**src/sv/sbc_pkg.sv**
```systemverilog
// Shared types, codes and constants of the six-axis bias calibrator.
`default_nettype none

package sbc_pkg;

    localparam int AXES       = 6;
    localparam int AXIS_W     = 16;
    localparam int ACTION_W   = 2;
    localparam int RANGE_W    = 2;
    localparam int DISCARD_W  = 10;
    localparam int COUNT_W    = 12;
    localparam int CFG_IDX_W  = 2;
    localparam int CFG_DATA_W = 10;

    localparam int SAMPLE_COUNT_DEF = 256;

    localparam logic [RANGE_W-1:0]   ACCEL_RANGE_RESET   = 2'd0;
    localparam logic [DISCARD_W-1:0] DISCARD_COUNT_RESET = 10'd101;

    // One g at the 2g full scale; halves with every range step
    localparam logic [AXIS_W-1:0] ONE_G_2G = 16'd16384;

    // Axis order within the bias and sum stores
    localparam int AXIS_AZ = 2;

    // Action codes
    localparam logic [ACTION_W-1:0] ACT_SAMPLE     = 2'd0;
    localparam logic [ACTION_W-1:0] ACT_START      = 2'd1;
    localparam logic [ACTION_W-1:0] ACT_LOAD_ACCEL = 2'd2;
    localparam logic [ACTION_W-1:0] ACT_LOAD_GYRO  = 2'd3;

    // Configuration register indexes
    localparam logic [CFG_IDX_W-1:0] CFG_ACCEL_RANGE   = 2'd0;
    localparam logic [CFG_IDX_W-1:0] CFG_DISCARD_COUNT = 2'd1;

    typedef logic signed [AXIS_W-1:0] axis_t;

    typedef struct packed {
        logic [ACTION_W-1:0] action;
        axis_t               accel_x;
        axis_t               accel_y;
        axis_t               accel_z;
        axis_t               gyro_x;
        axis_t               gyro_y;
        axis_t               gyro_z;
    } in_item_t;

    typedef struct packed {
        axis_t accel_x_out;
        axis_t accel_y_out;
        axis_t accel_z_out;
        axis_t gyro_x_out;
        axis_t gyro_y_out;
        axis_t gyro_z_out;
        logic  calibrating;
        logic  calib_done;
    } out_item_t;

    typedef struct packed {
        logic busy;
        logic done;
    } div_status_t;

endpackage

`default_nettype wire

```
**src/sv/sbc_stream_if.sv**
```systemverilog
// Valid/ready stream channel carrying one payload per transaction.
`default_nettype none

interface sbc_stream_if #(
    parameter type payload_t = logic
) ();

    logic     valid;
    logic     ready;
    payload_t data;

    modport source (
        output valid,
        output data,
        input  ready
    );

    modport sink (
        input  valid,
        input  data,
        output ready
    );

endinterface

`default_nettype wire

```
**src/sv/sbc_mean_divider.sv**
```systemverilog
// Per-axis mean of the run sums by reciprocal multiply, three steps per run.
`default_nettype none

module sbc_mean_divider
    import sbc_pkg::*;
#(
    parameter int SAMPLE_COUNT = SAMPLE_COUNT_DEF
) (
    input  wire logic                    clk,
    input  wire logic                    rst_n,
    input  wire logic                    start,
    input  wire logic [RANGE_W-1:0]      accel_range,
    input  wire logic signed [AXIS_W + $clog2(SAMPLE_COUNT + (1 << DISCARD_W))-1:0] sums [AXES],
    output div_status_t                  status,
    output axis_t                        bias [AXES]
);

    localparam int SUM_W  = AXIS_W + $clog2(SAMPLE_COUNT + (1 << DISCARD_W));
    localparam int MAG_W  = SUM_W;
    localparam int SHIFT  = MAG_W + $clog2(SAMPLE_COUNT);
    localparam int RCP_W  = MAG_W + 2;
    localparam int PROD_W = MAG_W + RCP_W;
    localparam logic [63:0] RCP_FULL =
        ((64'd1 << SHIFT) + 64'(SAMPLE_COUNT) - 64'd1) / 64'(SAMPLE_COUNT);
    localparam logic [RCP_W-1:0] RECIP = RCP_FULL[RCP_W-1:0];

    localparam logic [1:0] PH_IDLE  = 2'd0;
    localparam logic [1:0] PH_ABS   = 2'd1;
    localparam logic [1:0] PH_MUL   = 2'd2;
    localparam logic [1:0] PH_APPLY = 2'd3;

    logic [1:0]         phase_reg, phase_next;
    logic [RANGE_W-1:0] range_reg;
    logic [MAG_W-1:0]   mag_reg  [AXES];
    logic               neg_reg  [AXES];
    logic [PROD_W-1:0]  prod_reg [AXES];
    logic [AXIS_W-1:0]  quot     [AXES];
    logic [AXIS_W-1:0]  one_g;

    always_comb
    begin
        phase_next = phase_reg;
        unique case (phase_reg)
            PH_IDLE:
            begin
                if (start)
                begin
                    phase_next = PH_ABS;
                end
            end
            PH_ABS:   phase_next = PH_MUL;
            PH_MUL:   phase_next = PH_APPLY;
            PH_APPLY: phase_next = PH_IDLE;
        endcase
    end

    always_ff @(posedge clk or negedge rst_n)
    begin
        if (!rst_n)
        begin
            phase_reg <= PH_IDLE;
        end
        else
        begin
            phase_reg <= phase_next;
        end
    end

    // Payload steps: magnitude and sign, then the reciprocal product
    always_ff @(posedge clk)
    begin
        if (start && (phase_reg == PH_IDLE))
        begin
            range_reg <= accel_range;
        end
        for (int k = 0; k < AXES; k++)
        begin
            if (phase_reg == PH_ABS)
            begin
                neg_reg[k] <= sums[k][SUM_W-1];
                mag_reg[k] <= sums[k][SUM_W-1] ? MAG_W'(-sums[k]) : MAG_W'(sums[k]);
            end
            if (phase_reg == PH_MUL)
            begin
                prod_reg[k] <= PROD_W'(mag_reg[k]) * PROD_W'(RECIP);
            end
        end
    end

    assign one_g = ONE_G_2G >> range_reg;

    // Restore the sign so the quotient truncates toward zero; keep 16 bits
    always_comb
    begin
        for (int k = 0; k < AXES; k++)
        begin
            quot[k] = prod_reg[k][SHIFT +: AXIS_W];
            bias[k] = neg_reg[k] ? axis_t'(-quot[k]) : axis_t'(quot[k]);
        end
        bias[AXIS_AZ] = neg_reg[AXIS_AZ] ? axis_t'(-quot[AXIS_AZ] - one_g)
                                         : axis_t'(quot[AXIS_AZ] - one_g);
    end

    assign status.busy = (phase_reg != PH_IDLE);
    assign status.done = (phase_reg == PH_APPLY);

endmodule

`default_nettype wire

```
**src/sv/sbc_calib_engine.sv**
```systemverilog
// Bias correction, run accumulation and bias store for one transaction a cycle.
`default_nettype none

module sbc_calib_engine
    import sbc_pkg::*;
#(
    parameter int SAMPLE_COUNT = SAMPLE_COUNT_DEF
) (
    input  wire logic                 clk,
    input  wire logic                 rst_n,
    input  wire logic                 fire,
    input  wire in_item_t             item,
    input  wire logic [RANGE_W-1:0]   accel_range,
    input  wire logic [DISCARD_W-1:0] discard_count,
    output out_item_t                 result,
    output logic                      busy
);

    // A discard count raised mid-run can let more than SAMPLE_COUNT samples in;
    // size the sums for every sample up to the largest threshold
    localparam int SUM_W = AXIS_W + $clog2(SAMPLE_COUNT + (1 << DISCARD_W));
    localparam int THR_W = COUNT_W + 1;
    localparam logic [THR_W-1:0] RUN_LEN = THR_W'(SAMPLE_COUNT);

    axis_t                    s         [AXES];
    axis_t                    diff      [AXES];
    axis_t                    bias_reg  [AXES];
    axis_t                    bias_next [AXES];
    axis_t                    div_bias  [AXES];
    logic signed [SUM_W-1:0]  sum_reg   [AXES];
    logic signed [SUM_W-1:0]  sum_next  [AXES];
    logic [COUNT_W-1:0]       count_reg, count_next;
    logic                     active_reg, active_next;
    logic                     done;
    logic [THR_W-1:0]         threshold;
    div_status_t              div_status;

    assign s[0] = item.accel_x;
    assign s[1] = item.accel_y;
    assign s[2] = item.accel_z;
    assign s[3] = item.gyro_x;
    assign s[4] = item.gyro_y;
    assign s[5] = item.gyro_z;

    assign threshold = THR_W'(discard_count) + RUN_LEN;

    always_comb
    begin
        bias_next   = bias_reg;
        sum_next    = sum_reg;
        count_next  = count_reg;
        active_next = active_reg;
        done        = 1'b0;
        for (int k = 0; k < AXES; k++)
        begin
            diff[k] = '0;
        end

        if (div_status.done)
        begin
            bias_next = div_bias;
        end

        if (fire)
        begin
            unique case (item.action)
                ACT_SAMPLE:
                begin
                    for (int k = 0; k < AXES; k++)
                    begin
                        diff[k] = s[k] - bias_reg[k];
                    end
                    if (active_reg)
                    begin
                        if (count_reg >= COUNT_W'(discard_count))
                        begin
                            for (int k = 0; k < AXES; k++)
                            begin
                                sum_next[k] = sum_reg[k] + SUM_W'(s[k]);
                            end
                        end
                        count_next = count_reg + COUNT_W'(1);
                        if ({1'b0, count_next} >= threshold)
                        begin
                            active_next = 1'b0;
                            done        = 1'b1;
                        end
                    end
                end
                ACT_START:
                begin
                    for (int k = 0; k < AXES; k++)
                    begin
                        sum_next[k] = '0;
                    end
                    count_next  = '0;
                    active_next = 1'b1;
                end
                ACT_LOAD_ACCEL:
                begin
                    for (int k = 0; k < 3; k++)
                    begin
                        bias_next[k] = s[k];
                    end
                end
                ACT_LOAD_GYRO:
                begin
                    for (int k = 3; k < AXES; k++)
                    begin
                        bias_next[k] = s[k];
                    end
                end
            endcase
        end
    end

    always_ff @(posedge clk or negedge rst_n)
    begin
        if (!rst_n)
        begin
            for (int k = 0; k < AXES; k++)
            begin
                bias_reg[k] <= '0;
                sum_reg[k]  <= '0;
            end
            count_reg  <= '0;
            active_reg <= 1'b0;
        end
        else
        begin
            bias_reg   <= bias_next;
            sum_reg    <= sum_next;
            count_reg  <= count_next;
            active_reg <= active_next;
        end
    end

    sbc_mean_divider #(
        .SAMPLE_COUNT (SAMPLE_COUNT)
    ) u_divider (
        .clk         (clk),
        .rst_n       (rst_n),
        .start       (done),
        .accel_range (accel_range),
        .sums        (sum_reg),
        .status      (div_status),
        .bias        (div_bias)
    );

    assign result.accel_x_out = diff[0];
    assign result.accel_y_out = diff[1];
    assign result.accel_z_out = diff[2];
    assign result.gyro_x_out  = diff[3];
    assign result.gyro_y_out  = diff[4];
    assign result.gyro_z_out  = diff[5];
    assign result.calibrating = active_next;
    assign result.calib_done  = done;

    assign busy = div_status.busy;

endmodule

`default_nettype wire

```
**src/sv/six_axis_bias_calibrator_core.sv**
```systemverilog
// Top level of the six-axis bias calibrator: channels, pipeline and registers.
//
// Takes one transaction per clock unless the mean divider is busy or the result
// channel stalls, and returns one result per transaction through the input
// register, then the result register; the result register lets the next
// transaction in while a result waits. The transaction that completes a
// calibration run holds the input pipeline while the mean divider (absolute
// value, reciprocal multiply, sign and one-g removal) writes the new biases.
// No clearing pass after reset. accel_range is sampled by the completing
// transaction.
`default_nettype none

module six_axis_bias_calibrator_core
    import sbc_pkg::*;
#(
    parameter int SAMPLE_COUNT = SAMPLE_COUNT_DEF
) (
    input  wire logic                  clk,
    input  wire logic                  rst_n,
    input  wire logic                  cfg_we,
    input  wire logic [CFG_IDX_W-1:0]  cfg_index,
    input  wire logic [CFG_DATA_W-1:0] cfg_data,
    sbc_stream_if.sink                 samples,
    sbc_stream_if.source               results
);

    logic [RANGE_W-1:0]   accel_range_reg;
    logic [DISCARD_W-1:0] discard_count_reg;
    in_item_t             item_reg;
    logic                 item_valid_reg;
    out_item_t            res_reg;
    logic                 res_valid_reg;
    out_item_t            result;
    logic                 busy;
    logic                 advance;
    logic                 take;

    // Move the held transaction into the result register
    assign advance       = item_valid_reg && (!res_valid_reg || results.ready) && !busy;
    assign samples.ready = !item_valid_reg || advance;
    assign take          = samples.valid && samples.ready;

    always_ff @(posedge clk or negedge rst_n)
    begin
        if (!rst_n)
        begin
            accel_range_reg   <= ACCEL_RANGE_RESET;
            discard_count_reg <= DISCARD_COUNT_RESET;
        end
        else if (cfg_we)
        begin
            unique case (cfg_index)
                CFG_ACCEL_RANGE:   accel_range_reg   <= cfg_data[RANGE_W-1:0];
                CFG_DISCARD_COUNT: discard_count_reg <= cfg_data[DISCARD_W-1:0];
                default:
                begin
                end
            endcase
        end
    end

    always_ff @(posedge clk or negedge rst_n)
    begin
        if (!rst_n)
        begin
            item_valid_reg <= 1'b0;
            res_valid_reg  <= 1'b0;
        end
        else
        begin
            if (take)
            begin
                item_valid_reg <= 1'b1;
            end
            else if (advance)
            begin
                item_valid_reg <= 1'b0;
            end
            if (advance)
            begin
                res_valid_reg <= 1'b1;
            end
            else if (results.ready)
            begin
                res_valid_reg <= 1'b0;
            end
        end
    end

    always_ff @(posedge clk)
    begin
        if (take)
        begin
            item_reg <= samples.data;
        end
        if (advance)
        begin
            res_reg <= result;
        end
    end

    sbc_calib_engine #(
        .SAMPLE_COUNT (SAMPLE_COUNT)
    ) u_engine (
        .clk           (clk),
        .rst_n         (rst_n),
        .fire          (advance),
        .item          (item_reg),
        .accel_range   (accel_range_reg),
        .discard_count (discard_count_reg),
        .result        (result),
        .busy          (busy)
    );

    assign results.valid = res_valid_reg;
    assign results.data  = res_reg;

endmodule

`default_nettype wire
```
**src/flat_wrapper.sv**
```systemverilog
// flat-port wrapper written by rule: the top's interface ports become plain ports
module six_axis_bias_calibrator_core_flat import sbc_pkg::*;
#(
    parameter int SAMPLE_COUNT = SAMPLE_COUNT_DEF
)
  (clk, rst_n, cfg_we, cfg_index, cfg_data, samples_valid, samples_data, samples_ready, results_valid, results_data, results_ready);
  sbc_stream_if samples_i ();
  sbc_stream_if results_i ();
  input  wire logic clk;
  input  wire logic rst_n;
  input  wire logic cfg_we;
  input  wire logic [CFG_IDX_W-1:0] cfg_index;
  input  wire logic [CFG_DATA_W-1:0] cfg_data;
  input wire logic [$bits(samples_i.valid)-1:0] samples_valid;
  input wire logic [$bits(samples_i.data)-1:0] samples_data;
  output wire logic [$bits(samples_i.ready)-1:0] samples_ready;
  output wire logic [$bits(results_i.valid)-1:0] results_valid;
  output wire logic [$bits(results_i.data)-1:0] results_data;
  input wire logic [$bits(results_i.ready)-1:0] results_ready;
  assign samples_i.valid = samples_valid;
  assign samples_i.data = samples_data;
  assign samples_ready = samples_i.ready;
  assign results_valid = results_i.valid;
  assign results_data = results_i.data;
  assign results_i.ready = results_ready;
  six_axis_bias_calibrator_core #(.SAMPLE_COUNT(SAMPLE_COUNT)) u_core (.clk(clk), .rst_n(rst_n), .cfg_we(cfg_we), .cfg_index(cfg_index), .cfg_data(cfg_data), .samples(samples_i), .results(results_i));
endmodule
```
**config.mk**
```make
export PLATFORM = sky130hd
export DESIGN_NAME = six_axis_bias_calibrator_core_flat
export DESIGN_NICKNAME = d
export VERILOG_FILES = /design/src/sv/sbc_pkg.sv /design/src/sv/sbc_stream_if.sv /design/src/sv/sbc_mean_divider.sv /design/src/sv/sbc_calib_engine.sv /design/src/sv/six_axis_bias_calibrator_core.sv /design/src/flat_wrapper.sv
export SDC_FILE = /design/constraint.sdc
export NUM_CORES = 1
export LEC_CHECK = 0
export CAP_MARGIN = 20
export CORE_MARGIN = 2
export CORE_UTILIZATION = 39
export CTS_CLUSTER_DIAMETER = 30
export CTS_CLUSTER_SIZE = 12
export DETAILED_ROUTE_END_ITERATION = 8
export DONT_BUFFER_PORTS = 1
export GPL_ROUTABILITY_DRIVEN = 1
export PLACE_DENSITY_LB_ADDON = 0.1
export SYNTH_ARGS = -nofsm -noshare
export SYNTH_HDL_FRONTEND = slang
export SYNTH_SLANG_ARGS = --single-unit
```
**constraint.sdc**
```tcl
create_clock -name clk -period 3.75 [get_ports clk]
set_clock_uncertainty 0.05 [all_clocks]
set_input_delay 0.375 -clock clk [delete_from_list [all_inputs] [get_ports clk]]
set_output_delay 0.375 -clock clk [all_outputs]
set_load 0.03 [all_outputs]
```
==> results.md <==
* Status: completed
* IO Pins at 21
* IO Port Bufs at 0
* CP required at 3860 ps
* Crit-path max FO at 5
* Max-cap violations at 0
* Post-Syn Instances at 159
* Total power draw at 0.000599 W
* Die area at 4750 um^2
* Initial antenna violation count at 0
* Worst-path cell chain: ha_1 > nand3_1 > nor3_1 > xor2_1 > ha_1 > a21oi_1 > o21ai_0 > a31oi_1 > a311oi_1 > a311o_1
* Most used cell along the critical path: ha_1
* DPL Wire Length at 2170 um
* Clock root cell: clkbuf_8
* Synthesized Nets at 193
* Row cnt at 23
* Final setup violation count at 0
* Ranking of synthesized cells by area: dfrtp_1, ha_1, xor2_1
* Final number of hold-violating endpoints at 0
* Max clock buf depth at 2
* Critical path buffer and inverter count at 0
* CTS tree: done
* Setup TNS at 0 ps
* Synth Warn # at 0
* First-pass GRT wire length at 5270 um
* GRT overflow at 0
* Pwr dens at 339 nW/um^2
* Die Y at 69.0 um
* CP top delay family: compound AO/OA/AOI/OAI gates
* Ratio of final minimum period to clock period at 74.8%
* Slew @ Worst Pin at 475 ps
* Commonest non-fill, non-tap cells in the layout: dfrtp_1, nand2_1, ha_1
* Async SR Flop Fraction at 96.4%
* Core area at 4030 um^2
* Inserted Diodes at 0
* Post-synth top area share at 35.0%
* Layout area overhead at 7.53%
* Routed wire length at 2840 um
* Layout fillers at 402
* CTS-repair resized insts at 0
* Routed Antenna Nets at 0
* Fmax at 356 MHz
* Worst path max stage delay at 460 ps
* Vias in the first global route at 1,179
* Final max-slew violation count at 0
* GRT Util Overall at 14.9%
* Leakage at 0.869 nW
* Biggest area consumer among synthesized cells: dfrtp_1
* Crit-path slowest cell: dfrtp_1
* Max reg flops at 12
* Type of destination of the critical path: flip-flop
* Tightest Hold Check Type: in -> reg
* Via-to-Cell Ratio at 5.11
* Worst-path clk slew at 90 ps
* Arr. time, crit path at 2920 ps
* Hold_ws at 155 ps
* Post-route insts no fill at 212
* DR iter-0 viols at 26
* Post-layout min period at 2810 ps
* Synth Register Bits at 28
* Initial Util at 40.8%
* Commonest non-fill, non-tap cell in the layout: dfrtp_1
* Critical path startpoint category: flip-flop
* Yosys cell types at 35
* H-tree Lvls at 1
* Die W at 69.0 um
* Total iterations of the first detailed-routing run at 4
* Register area share after synthesis at 43.2%
* VDD IR max at 0.211 mV
* Post-synth EDFFs at 1
* RSZ-0062 raised after global routing: no
* Placed Area at 1690 um^2
* Vias after detailed routing at 1,083
* Final GP Congestion at 0.791
* Critical path class: reg -> reg
* Syn_area_per_cell at 10.3 um^2
* Wire per inst at 13.4 um
* Clock Sinks at 28
* Final Cell Area at 1770 um^2
* Layout cells sized above 1 at 14.2%
* Largest net degree at the start of global routing at 28
* Post-route DRC at 0
* Nets@finish at 197
* Clk_lat worst skew at 270 ps
* Predominant post-synthesis flop cell: dfrtp_1
* Slew headroom at 68.2%
* Mapped Area at 1650 um^2
* Placed cell count at 206
* Num CTS Buffers at 3
[cell type report]
type / instances / area [um^2] / share of cell area [%]
Sequential cell: 28 / 711 / 40.2
Multi-Input combinational cell: 114 / 868 / 49.1
Timing Repair Buffer: 2 / 30.0 / 1.70
Inverter: 14 / 52.6 / 2.97
Clock buffer: 4 / 45.0 / 2.55
Tap cell: 50 / 62.6 / 3.54
[Yosys cell counts, types with 3 or more instances]
| cell | count |
|---|---|
| mux2_2 | 10 |
| nand4_1 | 4 |
| xor2_1 | 13 |
| nand3_1 | 4 |
| dfstp_2 | 4 |
| xnor2_1 | 8 |
| nor2_1 | 14 |
| nor3_1 | 4 |
| inv_1 | 14 |
| ha_1 | 16 |
| nand2b_1 | 3 |
| nand2_1 | 16 |
| dfrtp_1 | 23 |
[where the power goes]
| part | total, W | internal [W] | leakage (nW) | switching (W) |
|---|---|---|---|---|
| registers | 0.000350 | 0.000333 | 0.355 | 0.0000169 |
| logic | 0.0000826 | 0.0000388 | 0.491 | 0.0000438 |
| clock network | 0.000167 | 0.0000762 | 0.0228 | 0.0000908 |
| total | 0.000599 | 0.000448 | 0.869 | 0.000152 |
[what timing repair did]
item,in CTS,in global routing
endpoints found under the setup margin,0,0
endpoints found under the hold margin,27,0
hold buffers,2,0
setup buffers,0,0
[stage by stage]
| step | setup WS, ps | utilization [%] |
|---|---|---|
| CTS | 895 | 43.9 |
| global route | 728 | 43.9 |
| floorplan | 1260 | - |
| finish | 945 | 43.9 |
| global placement | 914 | 42.0 |
| detailed placement | 913 | 42.0 |
[path summary, 6_finish.rpt]
kind	cells past startpoint	end	slack (ps)	start
max	10	u_core.u_engine.u_divider.phase_reg[1]	940	u_core.u_engine.count_reg[0]
max in group asynchronous	2	u_core.discard_count_reg[5]	2930	rst_n
min	1	u_core.item_valid_reg	160	samples_valid
max reg2reg	10	u_core.u_engine.u_divider.phase_reg[1]	940	u_core.u_engine.count_reg[0]
min reg2reg	1	u_core.u_engine.count_reg[11]	440	u_core.u_engine.count_reg[11]
min in group asynchronous	2	u_core.discard_count_reg[1]	480	rst_n
[layer usage]
layer  GRT usage, %  up-vias  part of all wire (%)
met5              0        -                     0
met4           3.43        0                  0.67
met3           3.57        4                   2.4
met2           25.5       11                    48
met1           18.9      518                    49
li1               -      550                     -
[cell families after synthesis]
kind of cell             Yosys count  share of synthesized area, %
buffers and inverters             17                          4.03
multiplexers                      10                          6.84
flip-flops                        28                          43.2
adder cells (fa/ha/maj)           16                          12.2
AND/OR/NAND/NOR                   53                          16.4
XOR/XNOR                          21                          11.2
AO/OA/AOI/OAI                     14                          6.24
No activity file was read; power rests on OpenSTA's default activity.
